## src/rtl/core/todc_pkg.sv

```systemverilog
// Package for the time-of-day counter: operation codes, constants and
// the payload structs passed between pipeline stages. No dependencies.
package todc_pkg;

    typedef enum logic [3:0] {
        FN_QUERY    = 4'd0,
        FN_TICK_UP  = 4'd1,
        FN_TICK_DN  = 4'd2,
        FN_ADD      = 4'd3,
        FN_SET_HOUR = 4'd4,
        FN_SET_MIN  = 4'd5,
        FN_SET_SEC  = 4'd6,
        FN_LOAD_HMS = 4'd7,
        FN_LOAD_DS  = 4'd8
    } t_func;

    localparam logic [16:0] SECS_PER_DAY  = 17'd86400;
    localparam logic [16:0] SECS_PER_HOUR = 17'd3600;
    localparam logic [16:0] SECS_PER_MIN  = 17'd60;
    localparam logic [4:0]  MAX_HOUR      = 5'd23;
    localparam logic [5:0]  MAX_MIN       = 6'd59;

    // delta is biased by 2^31 to make it unsigned; this is 2^31 mod one day
    localparam logic [16:0] DAY_BIAS = 17'(64'd2147483648 % 64'd86400);

    // floor(v / 675) = (v * RECIP_DAY) >> RECIP_DAY_SH, exact for v < 2^25
    localparam int          RECIP_DAY_SH = 35;
    localparam logic [25:0] RECIP_DAY    = 26'(((64'd1 << RECIP_DAY_SH) + 64'd674) / 64'd675);

    // floor(r / 60) = (r * RECIP_MIN) >> RECIP_MIN_SH, exact for r < 3600
    localparam int          RECIP_MIN_SH = 18;
    localparam logic [12:0] RECIP_MIN    = 13'(((64'd1 << RECIP_MIN_SH) + 64'd59) / 64'd60);

    // largest hour count a 17-bit seconds value can hold
    localparam int MAX_SPLIT_HOUR = (2**17 - 1) / 3600;

    typedef struct packed {
        logic [3:0]  func;
        logic [4:0]  hour_in;
        logic [5:0]  minute_in;
        logic [5:0]  second_in;
        logic [16:0] day_sec;
        logic [31:0] ubias;
        logic [15:0] quot;
        logic [16:0] val;
        logic [5:0]  hour;
        logic [11:0] rest;
        logic [5:0]  minute;
    } t_work;

    typedef struct packed {
        logic [3:0] func;
        logic [4:0] hour_in;
        logic [5:0] minute_in;
        logic [5:0] second_in;
        logic [4:0] d_hour;
        logic [5:0] d_minute;
        logic [5:0] d_second;
    } t_prep;

endpackage

```

## src/rtl/core/todc_prep.sv

```systemverilog
// Front pipeline of the time-of-day counter: reduces the signed delta modulo
// one day and splits it (or a loaded seconds value) into h/m/s. Uses todc_pkg.
module todc_prep (
    input  logic               i_clk,
    input  logic               i_rst_n,
    input  logic               i_in_valid,
    output logic               o_in_ready,
    input  logic [3:0]         i_func,
    input  logic signed [31:0] i_delta_seconds,
    input  logic [4:0]         i_hour_in,
    input  logic [5:0]         i_minute_in,
    input  logic [5:0]         i_second_in,
    input  logic [16:0]        i_day_seconds_in,
    output logic               o_out_valid,
    input  logic               i_out_ready,
    output todc_pkg::t_prep    o_item
);

    localparam int NSTG = 5;

    logic [NSTG-1:0]  r_vld;
    todc_pkg::t_work  r_work [NSTG];
    todc_pkg::t_work  n_work [NSTG];
    logic [NSTG:0]    w_rdy;
    logic             r_out_vld;
    todc_pkg::t_prep  r_out;
    todc_pkg::t_prep  n_out;

    logic [50:0] w_qprod;
    logic [31:0] w_qmul;
    logic [16:0] w_rem;
    logic [5:0]  w_hcnt;
    logic [16:0] w_hsub;
    logic [24:0] w_mprod;
    logic [11:0] w_msub;

    always_comb begin
        w_rdy[NSTG] = !r_out_vld || i_out_ready;
        for (int k = NSTG - 1; k >= 0; k--) begin
            w_rdy[k] = !r_vld[k] || w_rdy[k+1];
        end
    end

    assign o_in_ready  = w_rdy[0];
    assign o_out_valid = r_out_vld;
    assign o_item      = r_out;

    always_comb begin
        // capture, bias delta to unsigned
        n_work[0]           = '0;
        n_work[0].func      = i_func;
        n_work[0].hour_in   = i_hour_in;
        n_work[0].minute_in = i_minute_in;
        n_work[0].second_in = i_second_in;
        n_work[0].day_sec   = i_day_seconds_in;
        n_work[0].ubias     = {~i_delta_seconds[31], i_delta_seconds[30:0]};

        // quotient by one day: (u >> 7) / 675
        n_work[1]      = r_work[0];
        w_qprod        = 51'(r_work[0].ubias[31:7]) * 51'(todc_pkg::RECIP_DAY);
        n_work[1].quot = 16'(w_qprod >> todc_pkg::RECIP_DAY_SH);

        // remainder, remove bias, or take the loaded seconds value
        n_work[2] = r_work[1];
        w_qmul    = 32'(r_work[1].quot) * 32'(todc_pkg::SECS_PER_DAY);
        w_rem     = 17'(r_work[1].ubias - w_qmul);
        if (r_work[1].func == todc_pkg::FN_LOAD_DS) begin
            n_work[2].val = r_work[1].day_sec;
        end else if (w_rem >= todc_pkg::DAY_BIAS) begin
            n_work[2].val = w_rem - todc_pkg::DAY_BIAS;
        end else begin
            n_work[2].val = w_rem + (todc_pkg::SECS_PER_DAY - todc_pkg::DAY_BIAS);
        end

        // hours by parallel compares
        n_work[3] = r_work[2];
        w_hcnt    = '0;
        for (int k = 1; k <= todc_pkg::MAX_SPLIT_HOUR; k++) begin
            if (r_work[2].val >= 17'(k * 3600)) begin
                w_hcnt = w_hcnt + 6'd1;
            end
        end
        w_hsub         = 17'(w_hcnt) * todc_pkg::SECS_PER_HOUR;
        n_work[3].hour = w_hcnt;
        n_work[3].rest = 12'(r_work[2].val - w_hsub);

        // minutes
        n_work[4]        = r_work[3];
        w_mprod          = 25'(r_work[3].rest) * 25'(todc_pkg::RECIP_MIN);
        n_work[4].minute = 6'(w_mprod >> todc_pkg::RECIP_MIN_SH);

        // seconds, hour clamp, tick offsets
        w_msub          = 12'(r_work[4].minute) * 12'(todc_pkg::SECS_PER_MIN);
        n_out.func      = r_work[4].func;
        n_out.hour_in   = r_work[4].hour_in;
        n_out.minute_in = r_work[4].minute_in;
        n_out.second_in = r_work[4].second_in;
        n_out.d_hour    = (r_work[4].hour > 6'(todc_pkg::MAX_HOUR)) ? 5'd0
                                                                    : 5'(r_work[4].hour);
        n_out.d_minute  = r_work[4].minute;
        n_out.d_second  = 6'(r_work[4].rest - w_msub);
        if (r_work[4].func == todc_pkg::FN_TICK_UP) begin
            n_out.d_hour   = 5'd0;
            n_out.d_minute = 6'd0;
            n_out.d_second = 6'd1;
        end else if (r_work[4].func == todc_pkg::FN_TICK_DN) begin
            n_out.d_hour   = todc_pkg::MAX_HOUR;
            n_out.d_minute = todc_pkg::MAX_MIN;
            n_out.d_second = todc_pkg::MAX_MIN;
        end
    end

    always_ff @(posedge i_clk) begin
        if (!i_rst_n) begin
            r_vld     <= '0;
            r_out_vld <= 1'b0;
        end else begin
            for (int k = 0; k < NSTG; k++) begin
                if (w_rdy[k]) begin
                    r_vld[k] <= (k == 0) ? i_in_valid : r_vld[(k == 0) ? 0 : k - 1];
                end
            end
            if (w_rdy[NSTG]) begin
                r_out_vld <= r_vld[NSTG-1];
            end
        end
    end

    always_ff @(posedge i_clk) begin
        for (int k = 0; k < NSTG; k++) begin
            if (w_rdy[k]) begin
                r_work[k] <= n_work[k];
            end
        end
        if (w_rdy[NSTG]) begin
            r_out <= n_out;
        end
    end

endmodule

```

## src/rtl/core/time_of_day_hms_counter.sv

```systemverilog
// Time-of-day counter top level: hour/minute/second state and result register.
// Depends on todc_pkg and todc_prep.
//
// Input channel i_in_valid/o_in_ready carries one operation per transaction
// (query, tick up/down, add signed delta, set a field, load h/m/s, load
// seconds of day). Output channel o_out_valid/i_out_ready returns, for every
// transaction, the time after the operation as h/m/s and as seconds of day.
// Throughput is one transaction per cycle while the receiver does not
// stall: five stages and the output register of todc_prep reduce the delta
// modulo one day and split it into h/m/s, then a field-wise add with carries
// computes the next state combinationally from the current one, so consecutive
// transactions never wait on each other. Each stage holds its own valid bit, so
// bubbles close up while the receiver stalls; the input stalls only when every
// stage is full. The result register holds its transaction stable until taken.
// Reset (synchronous, active low) sets the time to 00:00:00 and empties
// the pipeline.
module time_of_day_hms_counter (
    input  logic               i_clk,
    input  logic               i_rst_n,
    input  logic               i_in_valid,
    output logic               o_in_ready,
    input  logic [3:0]         i_func,
    input  logic signed [31:0] i_delta_seconds,
    input  logic [4:0]         i_hour_in,
    input  logic [5:0]         i_minute_in,
    input  logic [5:0]         i_second_in,
    input  logic [16:0]        i_day_seconds_in,
    output logic               o_out_valid,
    input  logic               i_out_ready,
    output logic [4:0]         o_hour_out,
    output logic [5:0]         o_minute_out,
    output logic [5:0]         o_second_out,
    output logic [16:0]        o_day_seconds_out
);

    logic            w_p_valid;
    logic            w_p_ready;
    todc_pkg::t_prep w_p_item;
    logic            w_take;

    logic [4:0] r_hour, n_hour;
    logic [5:0] r_minute, n_minute;
    logic [5:0] r_second, n_second;

    logic       r_out_vld;
    logic [4:0] r_o_hour;
    logic [5:0] r_o_minute;
    logic [5:0] r_o_second;

    logic [6:0] w_s_sum;
    logic [6:0] w_m_sum;
    logic [5:0] w_h_sum;
    logic       w_s_cy;
    logic       w_m_cy;
    logic [4:0] w_h_add;
    logic [5:0] w_m_add;
    logic [5:0] w_s_add;

    todc_prep u_prep (
        .i_clk            (i_clk),
        .i_rst_n          (i_rst_n),
        .i_in_valid       (i_in_valid),
        .o_in_ready       (o_in_ready),
        .i_func           (i_func),
        .i_delta_seconds  (i_delta_seconds),
        .i_hour_in        (i_hour_in),
        .i_minute_in      (i_minute_in),
        .i_second_in      (i_second_in),
        .i_day_seconds_in (i_day_seconds_in),
        .o_out_valid      (w_p_valid),
        .i_out_ready      (w_p_ready),
        .o_item           (w_p_item)
    );

    assign w_p_ready = !r_out_vld || i_out_ready;
    assign w_take    = w_p_valid && w_p_ready;

    // field-wise add of a reduced offset, one wrap at most per field
    always_comb begin
        w_s_sum = 7'(r_second) + 7'(w_p_item.d_second);
        w_s_cy  = (w_s_sum >= 7'(todc_pkg::SECS_PER_MIN));
        w_s_add = w_s_cy ? 6'(w_s_sum - 7'(todc_pkg::SECS_PER_MIN)) : 6'(w_s_sum);

        w_m_sum = 7'(r_minute) + 7'(w_p_item.d_minute) + 7'(w_s_cy);
        w_m_cy  = (w_m_sum >= 7'(todc_pkg::SECS_PER_MIN));
        w_m_add = w_m_cy ? 6'(w_m_sum - 7'(todc_pkg::SECS_PER_MIN)) : 6'(w_m_sum);

        w_h_sum = 6'(r_hour) + 6'(w_p_item.d_hour) + 6'(w_m_cy);
        w_h_add = (w_h_sum > 6'(todc_pkg::MAX_HOUR)) ? 5'(w_h_sum - 6'd24) : 5'(w_h_sum);
    end

    always_comb begin
        n_hour   = r_hour;
        n_minute = r_minute;
        n_second = r_second;
        unique case (w_p_item.func) inside
            todc_pkg::FN_TICK_UP, todc_pkg::FN_TICK_DN, todc_pkg::FN_ADD: begin
                n_hour   = w_h_add;
                n_minute = w_m_add;
                n_second = w_s_add;
            end
            todc_pkg::FN_LOAD_DS: begin
                n_hour   = w_p_item.d_hour;
                n_minute = w_p_item.d_minute;
                n_second = w_p_item.d_second;
            end
            todc_pkg::FN_SET_HOUR: begin
                if (w_p_item.hour_in <= todc_pkg::MAX_HOUR) begin
                    n_hour = w_p_item.hour_in;
                end
            end
            todc_pkg::FN_SET_MIN: begin
                if (w_p_item.minute_in <= todc_pkg::MAX_MIN) begin
                    n_minute = w_p_item.minute_in;
                end
            end
            todc_pkg::FN_SET_SEC: begin
                if (w_p_item.second_in <= todc_pkg::MAX_MIN) begin
                    n_second = w_p_item.second_in;
                end
            end
            todc_pkg::FN_LOAD_HMS: begin
                if (w_p_item.hour_in <= todc_pkg::MAX_HOUR
                    && w_p_item.minute_in <= todc_pkg::MAX_MIN
                    && w_p_item.second_in <= todc_pkg::MAX_MIN) begin
                    n_hour   = w_p_item.hour_in;
                    n_minute = w_p_item.minute_in;
                    n_second = w_p_item.second_in;
                end else begin
                    n_hour   = '0;
                    n_minute = '0;
                    n_second = '0;
                end
            end
            default: begin
            end
        endcase
    end

    always_ff @(posedge i_clk) begin
        if (!i_rst_n) begin
            r_hour    <= '0;
            r_minute  <= '0;
            r_second  <= '0;
            r_out_vld <= 1'b0;
        end else begin
            if (w_take) begin
                r_hour   <= n_hour;
                r_minute <= n_minute;
                r_second <= n_second;
            end
            if (w_p_ready) begin
                r_out_vld <= w_p_valid;
            end
        end
    end

    always_ff @(posedge i_clk) begin
        if (w_take) begin
            r_o_hour   <= n_hour;
            r_o_minute <= n_minute;
            r_o_second <= n_second;
        end
    end

    assign o_out_valid       = r_out_vld;
    assign o_hour_out        = r_o_hour;
    assign o_minute_out      = r_o_minute;
    assign o_second_out      = r_o_second;
    assign o_day_seconds_out = 17'(r_o_hour) * todc_pkg::SECS_PER_HOUR
                             + 17'(r_o_minute) * todc_pkg::SECS_PER_MIN
                             + 17'(r_o_second);

endmodule

```

## config.mk

```make
export PLATFORM = sky130hd
export DESIGN_NAME = time_of_day_hms_counter
export DESIGN_NICKNAME = d
export VERILOG_FILES = /design/src/rtl/core/todc_pkg.sv /design/src/rtl/core/todc_prep.sv /design/src/rtl/core/time_of_day_hms_counter.sv
export SDC_FILE = /design/constraint.sdc
export NUM_CORES = 1
export LEC_CHECK = 0
export ABC_AREA = 1
export BUFFER_PORTS_ARGS = -buffer_cell sky130_fd_sc_hd__buf_4
export CAP_MARGIN = 20
export CELL_PAD_IN_SITES_DETAIL_PLACEMENT = 1
export CELL_PAD_IN_SITES_GLOBAL_PLACEMENT = 1
export CORE_ASPECT_RATIO = 0.75
export CORE_MARGIN = 2
export CORE_UTILIZATION = 45
export DETAILED_ROUTE_END_ITERATION = 12
export HOLD_SLACK_MARGIN = 0.03
export PLACE_DENSITY = 0.78
export SLEW_MARGIN = 20
export SYNTH_ARGS = -nofsm -noshare
export SYNTH_HDL_FRONTEND = slang
export SYNTH_SLANG_ARGS = --single-unit
```

## constraint.sdc

```tcl
create_clock -name i_clk -period 16.05 [get_ports i_clk]
set_input_delay 0.8025 -clock i_clk [delete_from_list [all_inputs] [get_ports i_clk]]
set_output_delay 0.8025 -clock i_clk [all_outputs]
set_load 0.05 [all_outputs]
```

==> flow_metrics.py <==
metrics = {
    "yosys": {
        "yosysSeqAreaShare": 0.308,
        "synthSimpleGateAreaFrac": 0.195,
        "netlist_instances": 3501,
        "synth.distinct_cells": 53,
        "ys_seq_elements": 330,
        "yosys_warnings": 0,
        "synth.most_common_cell": "inv_1",
        "yosysTopAreaCell": "edfxtp_1",
        "synth_nets": 4245,
        "synthMuxAreaShare": 0,
        "synthArstFlopShare": 0,
        "synth_fa_ha_area_frac": 0.318,
        "yosysTopAreaCellShare": 0.292,
        "synth_compound_area_frac": 0.0628,
        "netlist_top_cells_area": "edfxtp_1, ha_1, fa_1",
        "synthTopCellsByCount": "inv_1, nand2_1, ha_1",
        "synth_top_flop_cell": "edfxtp_1",
        "syn_avg_cell_area_um2": 8.98,
        "synth-edff-count": 306,
        "synth_xor_area_frac": 0.0289,
        "synthesis.area_um2": 31400,
        "synth_top_family_by_area": "adder cells",
    },
    "timing": {
        "fin_skew_ps": 27.2,
        "hold_viol_final": 0,
        "rsz0062_at_grt": "yes",
        "layout_min_cycle_time_ps": 16740,
        "relSlewSlack": 0.135,
        "setup_viol": 4,
        "max_freq_mhz": 59.7,
        "setup_slack_ps": -692,
        "fin_setup_tns_ps": -1030,
        "finalCritPeriodShare": 1.04,
        "final-max-slew-violation-count": 0,
        "worst_slew_pin_slew_ps": 1290,
    },
    "global_routing": {
        "grt_max_degree": 57,
        "grt_antenna_before_repair": 2,
        "grt_pass1_vias": 27200,
        "grt_overflow_total": 0,
        "grt_pass1_wl_um": 146000,
        "grt_usage": 0.257,
    },
    "setup_path": {
        "path_delay_family": "simple AND/OR/NAND/NOR gates",
        "slowest_delay_ps": 430,
        "end_kind": "register",
        "critPathRequiredTime_ps": 16360,
        "crit_buf_inv": 17,
        "r2r_start": "u_prep.r_work[0][285]$_DFFE_PP_",
        "worstSetupStartpointType": "register",
        "reg2regPathDepth": 126,
        "cp_slowest_cell": "edfxtp_1",
        "regToRegSetupSlack_ps": -690,
        "reg2reg_to": "u_prep.r_work[0][398]$_DFFE_PP_",
        "crit_top_cell": "nand2_2",
        "critPathKind": "register to register",
        "arrival_ps": 17050,
        "crit_path_max_fanout": 3,
    },
    "route": {
        "first_pass_iters": 5,
        "drcViolationCount": 0,
        "ant_nets": 0,
        "wl_met1_um": 42600,
        "routed_via_density": 5.30,
        "drt_iter0_drc": 1530,
        "wl_met2_um": 44700,
        "wl_per_cell_um": 19.7,
        "vias": 25500,
        "wirelength_um": 94600,
        "top_layer_used": "met4",
        "wl_met3_um": 4990,
    },
    "clocking": {
        "h-tree-depth": 2,
        "clock_path_buffers": 3,
        "clkTransAtPathRegs_ps": 70,
        "cts_hold_buffers": 0,
        "cts-root-buf": "clkbuf_16",
        "cts_sinks": 330,
        "cts_tree": "yes",
        "worst_skew_pair.late_latency_ps": 560,
        "cts_buffers": 35,
    },
    "finish": {
        "multi_input_area_um2": 20200,
        "layout-drive-gt1-share": 0.195,
        "fin_cells": 4815,
        "nets": 4596,
        "seq_area_um2": 9670,
        "fin_util": 0.544,
        "areaGrowthSynthToFinish_pct": 19.0,
        "fillers": 8029,
    },
    "floorplanning": {
        "num_rows": 83,
        "coreArea_um2": 68700,
        "die_area_um2": 72000,
        "die_h_um": 233,
        "start_util": 0.457,
        "top_level_ports": 110,
        "fp.dieW_um": 309,
    },
    "job": {
        "drv_cap": 0,
    },
    "hold_path": {
        "worstHoldStart": "u_prep.r_work[0][102]$_DFFE_PP_",
        "whs_path_depth": 0,
        "hold_class": "register to register",
        "worstHoldEndpoint": "u_prep.r_work[0][229]$_DFFE_PP_",
    },
    "placement": {
        "dp_slack_ps": -1530,
        "io_buffers": 109,
        "gp_congestion": 0.970,
        "dpl.cell_count": 4691,
        "hpwl_um": 72100,
    },
    "outcome": {
        "failed_checks": "setup timing",
        "status": "finished with violations",
    },
}
-- state kept, by name, indices dropped and copies added, names as in the netlist --
register            count
r_minute                6
u_prep.o_out_valid      1
o_second_out            6
r_second                6
u_prep.r_vld            5
o_out_valid             1
u_prep.r_work         251
o_hour_out              5
u_prep.o_item          38
r_hour                  5
o_minute_out            6
-- metrics by stage --
| stage | hold WS [ps] | cell area, µm² |
|---|---|---|
| floorplan | 400 | 31500 |
| global placement | 401 | 34700 |
| detailed placement | 405 | 34700 |
| CTS | 393 | 36500 |
| global route | 394 | 37400 |
| finish | 408 | 37400 |
-- metal layers --
layer  GRT usage  up-vias
li1            -    12200
met1       0.350    12600
met2       0.427      589
met3      0.0424      160
met4      0.0636        0
met5           0        -
-- timing repair --
action	4_1_cts	5_1_grt
pin swaps	90	142
setup buffers	33	29
resized for setup	103	158
setup endpoints to repair	8	12
-- placed cells by master, fill, tap and decap left out, types with 24 or more instances in the layout --
master     netlist  routed
nor2_1         208     188
xor2_1          56      55
nand3_1        271     240
xnor2_1         46      41
nand2_2         58     104
nand2_1        614     546
nand2_4         13      35
clkbuf_16        0      35
nand4_1         25      25
inv_1          702     675
inv_2           14      33
o21ai_0         86      77
nand3b_1        27      27
fa_1           213     212
buf_4            3     325
dfxtp_1         24      24
ha_1           457     434
a21oi_1        143     136
nand3_2         43      71
edfxtp_1       306     306
-- worst max-delay path by stage --
stage                                     from                              end  slack [ps]  cells past startpoint
3_5_place_dp   u_prep.r_work[0][285]$_DFFE_PP_  u_prep.r_work[0][398]$_DFFE_PP_       -1530                    122
5_1_grt        u_prep.r_work[0][287]$_DFFE_PP_  u_prep.r_work[0][398]$_DFFE_PP_       -1550                    129
4_1_cts        u_prep.r_work[0][286]$_DFFE_PP_  u_prep.r_work[0][398]$_DFFE_PP_        -600                    123
3_3_place_gp   u_prep.r_work[0][285]$_DFFE_PP_  u_prep.r_work[0][398]$_DFFE_PP_        -510                    115
6_report       u_prep.r_work[0][285]$_DFFE_PP_  u_prep.r_work[0][398]$_DFFE_PP_        -690                    126
2_1_floorplan  u_prep.r_work[0][283]$_DFFE_PP_  u_prep.r_work[0][398]$_DFFE_PP_          50                    116
-- worst reg2reg max path, delay by kind of cell (launching register included) --
| family | cells | cell delay (ps) |
|---|---|---|
| AND/OR/NAND/NOR | 75 | 7400 |
| adder cells (fa/ha/maj) | 18 | 4700 |
| AO/OA/AOI/OAI | 12 | 1810 |
| buffers and inverters | 17 | 1510 |
| XOR/XNOR | 4 | 700 |
| flip-flops | 1 | 430 |
-- layout make-up --
class,instances,area share
timing repair buffer,331,0.0670
antenna,1,0.0000669
tap,935,0.0313
clock buffer,42,0.0244
multi-input combinational,2435,0.540
clock inverter,22,0.00632
inverter,719,0.0727
sequential,330,0.259
-- cell families after synthesis --
kind of cell | Yosys count
AOI/OAI and AO/OA | 344
xor gates and xnor gates | 103
adders and majority gates | 670
buffers and inverters | 736
DFF | 330
and+or+nand+nor | 1318
Power is left out: the tool's default activity adds up to more than one toggle a clock period on the data nets, which glitch-free logic cannot reach.
